File: config.mk
export PLATFORM = sky130hd
export DESIGN_NAME = patterned_line_rasterizer
export DESIGN_NICKNAME = d
export VERILOG_FILES = /design/src/design/plr_pkg.sv /design/src/design/patterned_line_rasterizer.sv /design/src/design/plr_setup.sv /design/src/design/plr_step.sv
export SDC_FILE = /design/constraint.sdc
export NUM_CORES = 1
export LEC_CHECK = 0
export BUFFER_PORTS_ARGS = -buffer_cell sky130_fd_sc_hd__buf_4
export CAP_MARGIN = 10
export CORE_UTILIZATION = 55
export CTS_BUF_LIST = sky130_fd_sc_hd__clkbuf_4 sky130_fd_sc_hd__clkbuf_8
export CTS_CLUSTER_DIAMETER = 30
export CTS_CLUSTER_SIZE = 30
export DETAILED_ROUTE_END_ITERATION = 8
export PLACE_DENSITY = 0.75
export REMOVE_ABC_BUFFERS = 1
export SKIP_LAST_GASP = 1
export SYNTH_ARGS = -nofsm -noshare
export SYNTH_HDL_FRONTEND = slang
export SYNTH_SLANG_ARGS = --single-unit
File: constraint.sdc
create_clock -name clk -period 5.2 [get_ports clk]
set_clock_uncertainty 0.15 [all_clocks]
set_input_delay 1.04 -clock clk [delete_from_list [all_inputs] [get_ports clk]]
set_output_delay 1.04 -clock clk [all_outputs]
set_load 0.02 [all_outputs]
File: src/design/plr_pkg.sv
// Shared types and constants for the patterned line rasterizer.
// No dependencies; used by every module of the block.
package plr_pkg;

	localparam int DOT_PERIOD  = 15;
	localparam int DASH_PERIOD = 20;
	localparam int DOT_BITS    = 4;
	localparam int DASH_BITS   = 5;

	typedef enum logic [1:0] {
		MODE_PLAIN  = 2'd0,
		MODE_DASHED = 2'd1,
		MODE_DOTTED = 2'd2,
		MODE_THICK  = 2'd3
	} pattern_mode_t;

	typedef enum logic {
		CMD_LOAD = 1'b0,
		CMD_STEP = 1'b1
	} cmd_t;

	typedef struct packed {
		logic dir_x_neg;
		logic dir_y_neg;
		logic axes_swapped;
	} line_flags_t;

	typedef struct packed {
		logic plot;
		logic thick;
		logic last;
	} pix_flags_t;

endpackage

File: src/design/patterned_line_rasterizer.sv
// Patterned Bresenham line rasterizer, top level: line state and result register.
// Depends on plr_pkg, plr_setup and plr_step.
//
// Input channel (in_valid/in_ready): cmd selects a load of new endpoints
// (x_start..y_end) or one pixel step along the major axis. A load gives no
// item out; a step with no active line gives none either and changes nothing.
// Output channel (out_valid/out_ready): pixel_x, pixel_y, plot, thick, last,
// one item per step of an active line, appearing in the cycle after the step
// is accepted. The start point is never emitted; the last step gives the end point.
// Throughput is one item per cycle: the line state updates combinationally
// through plr_step, and an input is taken whenever the result register is
// empty or is being drained in the same cycle. When the receiver stalls with
// a result waiting, in_ready drops until it is taken.
// Config channel (cfg_valid/cfg_ready/pattern_mode) is always ready; write it
// only while no line is stepping. Takes effect on the next step.
// Reset clears the line state (no line active), the mode to plain and
// the output valid.
module patterned_line_rasterizer #(
	parameter int COORD_BITS = 12
) (
	input  logic                          clk,
	input  logic                          arst_n,
	input  logic                          cfg_valid,
	output logic                          cfg_ready,
	input  logic [1:0]                    pattern_mode,
	input  logic                          in_valid,
	output logic                          in_ready,
	input  logic                          cmd,
	input  logic signed [COORD_BITS-1:0]  x_start,
	input  logic signed [COORD_BITS-1:0]  y_start,
	input  logic signed [COORD_BITS-1:0]  x_end,
	input  logic signed [COORD_BITS-1:0]  y_end,
	output logic                          out_valid,
	input  logic                          out_ready,
	output logic signed [COORD_BITS-1:0]  pixel_x,
	output logic signed [COORD_BITS-1:0]  pixel_y,
	output logic                          plot,
	output logic                          thick,
	output logic                          last
);
	import plr_pkg::*;

	pattern_mode_t mode_q;
	logic [COORD_BITS-1:0] cur_x_q, cur_y_q;
	logic signed [COORD_BITS+2:0] error_q;
	logic [COORD_BITS:0] steps_q, major_q, minor_q;
	line_flags_t flags_q;
	logic blank_q;
	logic [DOT_BITS-1:0] mod15_q;
	logic [DASH_BITS-1:0] mod20_q;

	logic out_valid_q;
	logic [COORD_BITS-1:0] pix_x_q, pix_y_q;
	pix_flags_t pix_q;

	logic [COORD_BITS:0] ld_major, ld_minor;
	logic signed [COORD_BITS+2:0] ld_error;
	line_flags_t ld_flags;

	logic st_active, st_blank;
	logic [COORD_BITS-1:0] st_x, st_y;
	logic signed [COORD_BITS+2:0] st_error;
	logic [COORD_BITS:0] st_steps;
	logic [DOT_BITS-1:0] st_mod15;
	logic [DASH_BITS-1:0] st_mod20;
	pix_flags_t st_pix;

	logic accept, do_load, do_step;

	plr_setup #(.COORD_BITS(COORD_BITS)) u_setup (
		.x_start    (x_start),
		.y_start    (y_start),
		.x_end      (x_end),
		.y_end      (y_end),
		.major_len  (ld_major),
		.minor_len  (ld_minor),
		.error_init (ld_error),
		.flags      (ld_flags)
	);

	plr_step #(.COORD_BITS(COORD_BITS)) u_step (
		.cur_x       (cur_x_q),
		.cur_y       (cur_y_q),
		.error_term  (error_q),
		.steps_done  (steps_q),
		.major_len   (major_q),
		.minor_len   (minor_q),
		.flags       (flags_q),
		.blank_phase (blank_q),
		.mod15_count (mod15_q),
		.mod20_count (mod20_q),
		.mode        (mode_q),
		.active      (st_active),
		.next_x      (st_x),
		.next_y      (st_y),
		.next_error  (st_error),
		.next_steps  (st_steps),
		.next_blank  (st_blank),
		.next_mod15  (st_mod15),
		.next_mod20  (st_mod20),
		.pix         (st_pix)
	);

	assign cfg_ready = 1'b1;
	assign in_ready = !out_valid_q || out_ready;
	assign accept = in_valid && in_ready;
	assign do_load = accept && (cmd == CMD_LOAD);
	assign do_step = accept && (cmd == CMD_STEP) && st_active;

	always_ff @(posedge clk or negedge arst_n) begin
		if (!arst_n) begin
			mode_q <= MODE_PLAIN;
			cur_x_q <= '0;
			cur_y_q <= '0;
			error_q <= '0;
			steps_q <= '0;
			major_q <= '0;
			minor_q <= '0;
			flags_q <= '0;
			blank_q <= 1'b0;
			mod15_q <= '0;
			mod20_q <= '0;
			out_valid_q <= 1'b0;
		end else begin
			if (cfg_valid && cfg_ready)
				mode_q <= pattern_mode_t'(pattern_mode);
			if (do_load) begin
				cur_x_q <= x_start;
				cur_y_q <= y_start;
				error_q <= ld_error;
				steps_q <= '0;
				major_q <= ld_major;
				minor_q <= ld_minor;
				flags_q <= ld_flags;
				blank_q <= 1'b0;
				mod15_q <= '0;
				mod20_q <= '0;
			end else if (do_step) begin
				cur_x_q <= st_x;
				cur_y_q <= st_y;
				error_q <= st_error;
				steps_q <= st_steps;
				blank_q <= st_blank;
				mod15_q <= st_mod15;
				mod20_q <= st_mod20;
			end
			if (do_step)
				out_valid_q <= 1'b1;
			else if (out_ready)
				out_valid_q <= 1'b0;
		end
	end

	always_ff @(posedge clk) begin
		if (do_step) begin
			pix_x_q <= st_x;
			pix_y_q <= st_y;
			pix_q <= st_pix;
		end
	end

	assign out_valid = out_valid_q;
	assign pixel_x = pix_x_q;
	assign pixel_y = pix_y_q;
	assign plot = pix_q.plot;
	assign thick = pix_q.thick;
	assign last = pix_q.last;

endmodule

File: src/design/plr_setup.sv
// Line setup for a load item: axis lengths, directions, swap flag, error term.
// Depends on plr_pkg.
module plr_setup #(
	parameter int COORD_BITS = 12
) (
	input  logic signed [COORD_BITS-1:0] x_start,
	input  logic signed [COORD_BITS-1:0] y_start,
	input  logic signed [COORD_BITS-1:0] x_end,
	input  logic signed [COORD_BITS-1:0] y_end,
	output logic [COORD_BITS:0]          major_len,
	output logic [COORD_BITS:0]          minor_len,
	output logic signed [COORD_BITS+2:0] error_init,
	output plr_pkg::line_flags_t         flags
);
	import plr_pkg::*;

	localparam int LW = COORD_BITS + 1;
	localparam int EW = COORD_BITS + 3;

	logic signed [LW-1:0] dx, dy;
	logic [LW-1:0] adx, ady;
	logic swap;

	always_comb begin
		dx = LW'(x_end) - LW'(x_start);
		dy = LW'(y_end) - LW'(y_start);
		adx = dx[LW-1] ? LW'(-dx) : LW'(dx);
		ady = dy[LW-1] ? LW'(-dy) : LW'(dy);
		swap = ady > adx;
		major_len = swap ? ady : adx;
		minor_len = swap ? adx : ady;
		error_init = EW'({minor_len, 1'b0}) - EW'(major_len);
		flags.dir_x_neg = !(x_start < x_end);
		flags.dir_y_neg = !(y_start < y_end);
		flags.axes_swapped = swap;
	end

endmodule

File: src/design/plr_step.sv
// One Bresenham step with pattern decision, from the registered line state.
// Depends on plr_pkg.
module plr_step #(
	parameter int COORD_BITS = 12
) (
	input  logic [COORD_BITS-1:0]           cur_x,
	input  logic [COORD_BITS-1:0]           cur_y,
	input  logic signed [COORD_BITS+2:0]    error_term,
	input  logic [COORD_BITS:0]             steps_done,
	input  logic [COORD_BITS:0]             major_len,
	input  logic [COORD_BITS:0]             minor_len,
	input  plr_pkg::line_flags_t            flags,
	input  logic                            blank_phase,
	input  logic [plr_pkg::DOT_BITS-1:0]    mod15_count,
	input  logic [plr_pkg::DASH_BITS-1:0]   mod20_count,
	input  plr_pkg::pattern_mode_t          mode,
	output logic                            active,
	output logic [COORD_BITS-1:0]           next_x,
	output logic [COORD_BITS-1:0]           next_y,
	output logic signed [COORD_BITS+2:0]    next_error,
	output logic [COORD_BITS:0]             next_steps,
	output logic                            next_blank,
	output logic [plr_pkg::DOT_BITS-1:0]    next_mod15,
	output logic [plr_pkg::DASH_BITS-1:0]   next_mod20,
	output plr_pkg::pix_flags_t             pix
);
	import plr_pkg::*;

	localparam int EW = COORD_BITS + 3;

	logic e_ge, x_move, y_move;
	logic [COORD_BITS-1:0] sx, sy;
	logic [DOT_BITS-1:0] m15_inc;
	logic [DASH_BITS-1:0] m20_inc;

	always_comb begin
		e_ge = !error_term[EW-1];
		x_move = flags.axes_swapped ? e_ge : 1'b1;
		y_move = flags.axes_swapped ? 1'b1 : e_ge;
		sx = flags.dir_x_neg ? {COORD_BITS{1'b1}} : COORD_BITS'(1);
		sy = flags.dir_y_neg ? {COORD_BITS{1'b1}} : COORD_BITS'(1);
		next_x = x_move ? cur_x + sx : cur_x;
		next_y = y_move ? cur_y + sy : cur_y;
		next_error = error_term + EW'({minor_len, 1'b0})
			- (e_ge ? EW'({major_len, 1'b0}) : EW'(0));

		active = steps_done < major_len;
		next_steps = steps_done + (COORD_BITS+1)'(1);

		m15_inc = mod15_count + DOT_BITS'(1);
		m20_inc = mod20_count + DASH_BITS'(1);
		next_mod15 = (m15_inc == DOT_BITS'(DOT_PERIOD)) ? '0 : m15_inc;
		next_mod20 = (m20_inc == DASH_BITS'(DASH_PERIOD)) ? '0 : m20_inc;

		next_blank = blank_phase;
		pix.thick = 1'b0;
		pix.last = next_steps == major_len;
		unique case (mode)
			MODE_PLAIN: begin
				pix.plot = 1'b1;
			end
			MODE_THICK: begin
				pix.plot = 1'b1;
				pix.thick = 1'b1;
			end
			default: begin
				// dashed falls through to the dotted rule off the dash point
				if (mode == MODE_DASHED && next_mod20 == '0) begin
					pix.plot = 1'b1;
				end else begin
					if (next_mod15 == '0)
						next_blank = !blank_phase;
					pix.plot = !next_blank;
				end
			end
		endcase
	end

endmodule
Yosys cells after proc, flatten, opt, wreduce, memory -nomap -nowiden
Index checks and enable logic that the tools add are counted.
Word-level totals
  word-level logic and storage cells: 98
  output and inout port bits: 30
  bits in registers: 121
Operators by class
  bitwise gates (word level): 1
  equal/unequal tests: 7
  add/sub/neg operators: 12
  muxes and demuxes: 35
  magnitude comparators: 4
  reductions and logical operators: 20
Operators by type and width (count)
  2-to-1 mux 12 bit: 8
  2-to-1 mux 13 bit: 6
  2-to-1 mux 15 bit: 2
  negator 13 bit: 2
  subtractor 12 x 12 -> 13 bit: 2
  adder 12 bit: 2
  less-than comparator 12 bit: 2
  adder 15 x 14 -> 15 bit: 1
  2-to-1 mux 5 bit: 3
  subtractor 14 x 13 -> 15 bit: 1
  subtractor 15 bit: 1
  2-to-1 mux 14 bit: 1
  adder 13 x 1 -> 13 bit, second input constant: 1
  equality test 13 bit: 1
  greater-than comparator 13 bit: 1
  less-than comparator 13 bit: 1
  2-to-1 mux 1 bit: 12
  2-to-1 mux 4 bit: 3
  zero test 1 bit: 6
  adder 5 x 1 -> 5 bit, second input constant: 1
  equality test 5 bit, second input constant: 1
  logical AND 1 bit: 5
  zero test 5 bit: 1
  adder 4 x 1 -> 4 bit, second input constant: 1
  13 further kinds: 14

Longest topological paths before layout
Gate-level depths: netlist of the first run.
  depth after elaboration: 11
  gate-level depth with buffers: 42
  depth with buffers taken out: 39

Cells and area by module
Synthesis of the first run repeated with hierarchy kept, for this count alone.
Second synthesis, totals
  cells, all modules: 1439
  area total of the unflattened synthesis: 12182.9 µm²
Modules (own cells, without submodules)
  patterned_line_rasterizer: seq. area each 3163.0 µm², times used 1, cells an instance 438, area each 5317.6 µm²
  plr_step: seq. area each 0.0 µm², times used 1, cells an instance 505, area each 3482.1 µm²
  plr_setup: seq. area each 0.0 µm², times used 1, cells an instance 496, area each 3383.2 µm²

Worst setup path after synthesis of the first run
No wires, ideal clock.
  kind: in2reg
  start: in y_start[5]
  end: reg error_q[14]
  cell stages on the path: 34
  arrival time: 7.416 ns
  path buffers: 3
  setup time: 0.083 ns
  setup slack: -2.448 ns
  data required time: 4.967 ns
  path through: inv_1 ha_1 buf_6 or4_4 nor3_2 nor3_1 a2bb2oi_1 or3_4 or3_1 nor4b_1 ha_1 a21oi_1 o221ai_1 a21oi_2 or2_0 clkbuf_1 buf_2 nand2_1 o21ai_1 ha_1 nor2b_1 o21ai_0 a21oi_1 o21ai_0 nand2b_1 a21o_1 a21o_1 a21o_1 nand2_1 a21oi_1 o21ai_0 nand2b_1 a2111o_1 o21ai_0
On the way
  cells in the longest elaborated chain, start to end: 7
  elaborated cells between the ends (all ways): 8
RTL lines
  start, declared: RTL line patterned_line_rasterizer.sv:30  | input logic signed [COORD_BITS-1:0] y_start,
  subtractor 12 x 12 -> 13 bit *: RTL line plr_setup.sv:26  | dy = LW'(y_end) - LW'(y_start);
  negator 13 bit: RTL line plr_setup.sv:28  | ady = dy[LW-1] ? LW'(-dy) : LW'(dy);
  2-to-1 mux 13 bit *: RTL line plr_setup.sv:28
  greater-than comparator 13 bit: RTL line plr_setup.sv:29  | swap = ady > adx;
  2-to-1 mux 13 bit (on tied branches): RTL line plr_setup.sv:31, plr_setup.sv:30
  subtractor 14 x 13 -> 15 bit *: RTL line plr_setup.sv:32  | error_init = EW'({minor_len, 1'b0}) - EW'(major_len);
  2-to-1 mux 15 bit *: RTL line patterned_line_rasterizer.sv:127  | if (do_load) begin
  end signal, assigned: RTL line patterned_line_rasterizer.sv:130  | error_q <= ld_error;
  end signal, assigned: RTL line patterned_line_rasterizer.sv:141  | error_q <= st_error;
  end, declared: RTL line patterned_line_rasterizer.sv:45  | logic signed [COORD_BITS+2:0] error_q;
Every way passes the cells marked *; elsewhere a longest branch is shown, timed or not.
A chain may end at the register's enable or synchronous reset.

Worst setup path in the final report of the first run
  start: in y_start[4]
  end: reg error_q[12]
On the way
  cells in the longest elaborated chain, start to end: 7
  elaborated cells between the ends (all ways): 8
RTL lines
  subtractor 12 x 12 -> 13 bit *: RTL line plr_setup.sv:26
  negator 13 bit: RTL line plr_setup.sv:28
  2-to-1 mux 13 bit *: RTL line plr_setup.sv:28
  greater-than comparator 13 bit: RTL line plr_setup.sv:29
  2-to-1 mux 13 bit *: RTL line plr_setup.sv:30  | major_len = swap ? ady : adx;
  via ld_major[1]: RTL line patterned_line_rasterizer.sv:56  | logic [COORD_BITS:0] ld_major, ld_minor;
  subtractor 14 x 13 -> 15 bit *: RTL line plr_setup.sv:32
  2-to-1 mux 15 bit *: RTL line patterned_line_rasterizer.sv:127
Mark *: on every way through the listed nets, which the timed path passes. The rest lies on a longest branch.

==> results of run 1 <==
==> kinds of logic after synthesis <==
logic type / count (synthesis) / synth area share
flip-flops: 120 / 0.2933
buffers and inverters: 185 / 0.06654
other: 1 / 0.0003505
AND/OR/NAND/NOR: 402 / 0.1799
adder cells (fa/ha/maj): 124 / 0.1583
multiplexers: 11 / 0.01076
XOR/XNOR: 96 / 0.07929
AO/OA/AOI/OAI: 364 / 0.2116
==> final timing paths <==
path | startpoint | endpoint | slack (ns)
worst min register to register | minor_q[0]$_DFFE_PN0P_ | minor_q[0]$_DFFE_PN0P_ | 0.37
worst min-delay path | minor_q[0]$_DFFE_PN0P_ | minor_q[0]$_DFFE_PN0P_ | 0.37
min in group asynchronous | arst_n | cur_y_q[7]$_DFFE_PN0P_ | 0.51
max in group asynchronous | arst_n | cur_x_q[7]$_DFFE_PN0P_ | 3.45
worst max register to register | error_q[14]$_DFFE_PN0P_ | error_q[14]$_DFFE_PN0P_ | 0.54
worst max-delay path | y_start[4] | error_q[12]$_DFFE_PN0P_ | -1.88
==> stage by stage <==
step / TNS, ns / hold WS, ns / utilization / instance area, sq um
global route: -27.67 / 0.4018 / 0.7728 / 14600
finish: -21.63 / 0.3665 / 0.7728 / 14600
global placement: -38.47 / 0.3139 / 0.6981 / 13190
floorplan: -97.77 / 0.2998 / - / 10500
detailed placement: -43.98 / 0.3463 / 0.6981 / 13190
CTS: -15.43 / 0.3619 / 0.7563 / 14290
==> worst min-delay path, stage by stage (launching register included) <==
cell	delay, ns
dfrtp_1	0.35
nand2_1	0.07
o21ai_2	0.06
==> state kept, by name (all words and copies together) (netlist names), 2 cells and up <==
name	count
cur_x_q	12
cur_y_q	12
error_q	14
flags_q	3
major_q	13
minor_q	13
mod15_q	4
mod20_q	5
mode_q	2
pixel_x	12
pixel_y	12
steps_q	13
==> Yosys cell counts (3+ instances only) <==
master / count
nor3_1: 18
o211ai_1: 10
nand3_1: 26
inv_1: 136
a221o_1: 5
a211oi_1: 14
nand4_1: 7
o31ai_1: 13
xor2_1: 28
a31oi_1: 4
a211o_1: 5
nor4_1: 7
fa_1: 19
nand2b_1: 21
o21ai_1: 14
a21boi_0: 7
mux2i_1: 7
nor2b_1: 19
ha_1: 105
or3_1: 5
or2_2: 3
xnor2_1: 67
a21oi_1: 95
o21bai_1: 6
buf_1: 6
dfrtp_1: 93
o21ai_0: 112
nor4b_1: 5
o22ai_1: 17
nor2_1: 124
mux2_2: 4
edfxtp_1: 27
nand2_1: 117
clkbuf_1: 37
nor3b_1: 5
o21a_1: 15
and4_1: 5
a21o_1: 18
and2_1: 9
and3_1: 18
==> report_power, final <==
| group | switching [mW] | internal, mW | total, mW |
|---|---|---|---|
| combinational | 4.35 | 3.95 | 8.30 |
| sequential | 0.241 | 1.38 | 1.62 |
| clock | 0.457 | 0.440 | 0.897 |
| total | 5.05 | 5.77 | 10.8 |
==> per-layer routing <==
layer,share of wire,wire length (microns)
met1,0.40,13330
met2,0.49,16560
met3,0.062,2100
met4,0.049,1652
met5,0,0
==> what timing repair did <==
action,4_1_cts,5_1_grt
resized for setup,97,80
pin swaps,65,51
setup endpoints to repair,34,37
hold buffers,0,0
setup buffers,43,16
==> layout make-up <==
class | count | area, sq um
Multi-Input combinational cell | 998 | 7523
Fill cell | 1238 | 4292
Sequential cell | 120 | 3138
Timing Repair Buffer | 346 | 2698
Inverter | 137 | 521.8
Tap cell | 260 | 325.3
Clock buffer | 18 | 247.7
Clock inverter | 14 | 147.6
==> results.json, run 1 <==
{
  "critical_path_required_ns": 5.39,
  "yosysSeqAreaShare": 0.2933,
  "dpl.hpwl_microns": 21660,
  "drv_cap": 0,
  "violations": "negative setup slack",
  "final_common_cell": "buf_4",
  "grt_usage": 0.3325,
  "relSlewSlack": 0.2714,
  "power_mw": 10.82,
  "start_kind": "input pin",
  "worstPathArrival_ns": 7.27,
  "drt_wl_total_microns": 33650,
  "critical_path_depth": 37,
  "r2r_cells": 18,
  "use_met2": 0.5776,
  "finalHoldViolCount": 0,
  "numCtsBuffers": 17,
  "drc": 0,
  "dieArea_sq_um": 20020,
  "synth_cell_types": 79,
  "instances_no_fill": 1893,
  "synth_top_area_frac": 0.2175,
  "gr-usage-met3": 0.05501,
  "synthFlopType": "dfrtp_1",
  "numClockSinks": 120,
  "wire_per_inst_microns": 17.77,
  "grt_pass1_wl_microns": 52740,
  "fmax_mhz": 141.3,
  "worst_slew_pin_slew_ns": 1.089,
  "final_max_slew_viol_count": 0,
  "row_count": 50,
  "die_height_microns": 141.5,
  "crit_fanout": 8,
  "syn_area_sq_um": 10700,
  "finalCriticalPeriod_ns": 7.080,
  "worst-setup-path-type": "input pin to flip-flop",
  "first_pass_iters": 5,
  "met1_usage": 0.3958,
  "ant_nets": 0,
  "clkTransAtPathRegs_ns": 0.08,
  "power_density_nw_per_um2": 740.9,
  "pre_cts_ws_ns": -2.651,
  "end_kind": "flip-flop",
  "top_usage_layer": "met2",
  "port_buffers": 84,
  "path_buf_inv": 6,
  "fin_ws_ns": -1.880,
  "n_antenna_cell": 0,
  "crit_family": "simple AND/OR/NAND/NOR gates",
  "ys_warn_count": 0,
  "drt_iter0_drc": 914,
  "grt_max_degree": 67,
  "antenna_found_initial": 0,
  "slowest_stage": "or4_4",
  "worstHoldPathType": "flip-flop to flip-flop",
  "ys_ff_latch": 120,
  "dp_cells": 1827,
  "drive_gt1_frac": 0.3117,
  "path_common_cell": "a21o_1",
  "cts_tree": "done",
  "cts_buffer_depth": 2,
  "nets": 1800,
  "dieWidth_microns": 141.5,
  "max_stage_delay_ns": 0.51,
  "syn_avg_cell_area_sq_um": 8.211,
  "synth-async-reset-ratio": 0.7750,
  "finalCritPeriodShare": 1.361,
  "overflow": 0,
  "finalSetupViolations": 32,
  "insertion_delay_ns": 0.48,
  "vias": 11100,
  "root_buffer": "clkbuf_8",
  "core_sq_um": 18890,
  "status": "finished with violations",
  "synth-edff-count": 27,
  "vias_per_cell": 5.863,
  "yosys.area.top_type": "dfrtp_1",
  "rsz0062_at_grt": "yes",
  "initial_core_util": 0.5663,
  "ir_drop_mv": 0.5803,
  "htreeDepth": 4,
  "synthCells": 1303,
  "first_global_vias": 11130,
  "synth_top_cells_by_area": "dfrtp_1, ha_1, edfxtp_1",
  "area_delta_synth_final_pct": 36.48,
  "gp_congestion": 0.9653,
  "mostFrequentLayoutCells": "buf_4, inv_1, nor2_1",
  "ios": 86,
  "min_path_cells": 2,
  "p_leak_nw": 6.948
}
Note: power is estimated with default switching activity, not from simulation.
==> run 2: changes to the inputs <==
--- a/config.mk
+++ b/config.mk
@@ -12,7 +12,7 @@
 export CTS_CLUSTER_DIAMETER = 30
 export CTS_CLUSTER_SIZE = 30
 export DETAILED_ROUTE_END_ITERATION = 8
-export PLACE_DENSITY = 0.75
+export PLACE_DENSITY = 0.77
 export REMOVE_ABC_BUFFERS = 1
 export SKIP_LAST_GASP = 1
 export SYNTH_ARGS = -nofsm -noshare
==> constraint.sdc (replaced) <==
create_clock -name clk -period 5.8 [get_ports clk]
set_clock_uncertainty 0.15 [all_clocks]
set_input_delay 1.16 -clock clk [delete_from_list [all_inputs] [get_ports clk]]
set_output_delay 1.16 -clock clk [all_outputs]
set_load 0.02 [all_outputs]
==> results.json, run 2 (synthesis gave the netlist of run 1 again) <==
{
  "overflow": 0,
  "gp_congestion": 0.9160,
  "status": "finished with violations",
  "initial_core_util": 0.5663,
  "first_global_vias": 11010,
  "worstHoldPathType": "flip-flop to flip-flop",
  "crit_fanout": 8,
  "highest_layer": "met4",
  "power_density_nw_per_um2": 663.5,
  "antenna_found_initial": 0,
  "row_count": 50,
  "finalCritPeriodShare": 1.241,
  "worst-setup-path-type": "input pin to flip-flop",
  "fin_ws_ns": -1.398,
  "multi_input_area_sq_um": 7373,
  "finalCriticalPeriod_ns": 7.198,
  "top_register": "error_q",
  "drv_cap": 0,
  "wire_per_inst_microns": 18.12,
  "max_stage_delay_ns": 0.35,
  "hp-start": "minor_q[10]$_DFFE_PN0P_",
  "ff_latch_area_sq_um": 3138,
  "cts_buffer_depth": 2,
  "final_util": 0.7697,
  "insertion_delay_ns": 0.48,
  "dieArea_sq_um": 20020,
  "holdWs_ns": 0.3661,
  "reg2reg_to": "error_q[14]$_DFFE_PN0P_",
  "grt_usage": 0.3264,
  "port_buffers": 84,
  "p_leak_nw": 6.972,
  "root_buffer": "clkbuf_8",
  "met3_length_microns": 2340,
  "cts_tree": "done",
  "nets": 1810,
  "r2r-start": "error_q[14]$_DFFE_PN0P_",
  "rsz0062_at_grt": "yes",
  "critical_path_depth": 40,
  "p_switching_mw": 4.439,
  "drt_iter0_drc": 1093,
  "htreeDepth": 4,
  "first_pass_iters": 7,
  "final_common_cell": "buf_4",
  "violations": "negative setup slack",
  "vias": 11240,
  "nFillCells": 1241,
  "route.layer.met1.wl_microns": 13520,
  "n_antenna_cell": 0,
  "end_kind": "flip-flop",
  "finalHoldViolCount": 0,
  "r2r_cells": 18,
  "internal_power_mw": 5.211,
  "vias_per_cell": 5.906,
  "worstPathArrival_ns": 7.46,
  "dieWidth_microns": 141.5,
  "p_clk_frac": 0.093,
  "final_max_slew_viol_count": 0,
  "mostFrequentLayoutCells": "buf_4, inv_1, nor2_1",
  "grt_max_degree": 70,
  "worst_slew_pin_slew_ns": 1.353,
  "numClockSinks": 120,
  "relSlewSlack": 0.09463,
  "crit_family": "buffers and inverters",
  "min_path_cells": 1,
  "start_kind": "input pin",
  "core_sq_um": 18890,
  "slowest_stage": "fa_2",
  "drc": 0,
  "finalSetupViolations": 14,
  "comb_power_share": 0.756,
  "holdPathEnd": "minor_q[10]$_DFFE_PN0P_",
  "clkTransAtPathRegs_ns": 0.08,
  "path_buf_inv": 23,
  "ios": 86,
  "p_sw_frac": 0.4600,
  "ant_nets": 0,
  "numCtsBuffers": 17,
  "r2r_slack_ns": 1.18,
  "seqPwrFrac": 0.151,
  "die_height_microns": 141.5,
  "drt_wl_total_microns": 34480,
  "critical_path_required_ns": 6.06,
  "grt_pass1_wl_microns": 51780,
  "holdBufCountCts": 0,
  "drive_gt1_frac": 0.3037,
  "largest_reg_flops": 14,
  "dpl.hpwl_microns": 21170,
  "wl_met2_microns": 16900,
  "area_delta_synth_final_pct": 35.93,
  "fmax_mhz": 138.9,
  "path_common_cell": "buf_4",
  "ir_drop_mv": 0.4580
}
-- run 2: cell count changes in the layout (fill, tap and decap cells not counted), sizes merged --
cell,change
buf,+10
bufinv,+2
clkbuf,+3
clkinv,-5
-- run 2: per-layer routing --
metal	vias to the layer above	GRT usage
met4	0	0.1556
met1	5346	0.3904
met3	148	0.04792
li1	5181	-
met2	565	0.5769
met5	-	0
-- run 2: worst max path at each step --
stage                           from                       to  slack, ns
after floorplan             y_end[0]  error_q[14]$_DFFE_PN0P_      -2.27
after global placement    y_start[0]  error_q[14]$_DFFE_PN0P_      -1.88
after detailed placement  y_start[0]  error_q[14]$_DFFE_PN0P_      -2.02
after CTS                 y_start[0]  error_q[14]$_DFFE_PN0P_      -0.98
after global routing      x_start[0]   major_q[2]$_DFFE_PN0P_      -1.56
final                     x_start[0]   major_q[2]$_DFFE_PN0P_      -1.40
-- run 2: worst register-to-register path: stages, from the launching register on --
cell and delay, ns:
dfrtp_1 0.63, nor2_1 0.16, fa_1 0.51, inv_1 0.07, ha_1 0.28, nor2b_1 0.12
o21ai_0 0.20, a21oi_1 0.12, o21ai_0 0.35, a21oi_1 0.17, o21ai_0 0.30, a21boi_0 0.17
o21ai_0 0.30, a21oi_1 0.14, o21ai_0 0.25, mux2i_1 0.22, nor3_1 0.08, xnor2_1 0.20
o21ai_1 0.07
-- run 2: layout make-up --
type | count | share of cell area
timing repair buffer | 356 | 0.1883
tap | 260 | 0.02237
multi-input combinational | 998 | 0.5070
inverter | 137 | 0.03553
clock buffer | 21 | 0.01944
clock inverter | 11 | 0.01153
sequential | 120 | 0.2158
-- run 2: power by group through the flow --
| stage | Combinational [mW] | Clock (mW) | Sequential, mW |
|---|---|---|---|
| finish | 7.29 | 0.900 | 1.46 |
| global route | 7.87 | 0.942 | 1.49 |
| CTS | 6.53 | 0.900 | 1.45 |
| detailed placement | 6.00 | 0 | 1.46 |
| global placement | 5.77 | 0 | 1.45 |
| floorplan | 3.85 | 0 | 1.48 |
-- run 2: stage by stage --
step           setup TNS (ns)  worst slack (ns)  power [mW]  cells  cell area (sq um)
5_1_grt                -14.70            -1.559       10.30   1903              14540
4_1_cts                -7.283           -0.9814       8.881   1884              14170
3_3_place_gp           -18.27            -1.875       7.217   1826              13180
2_1_floorplan          -43.04            -2.272       5.333   1255              10500
3_5_place_dp           -23.04            -2.020       7.457   1826              13180
6_report               -12.21            -1.398       9.650   1903              14540
-- run 2: repair_timing --
action	in CTS	in global routing
hold endpoints to repair	0	0
buffers inserted	27	20
endpoints found under the setup margin	14	15
resized for setup	79	49
pin swaps	44	29
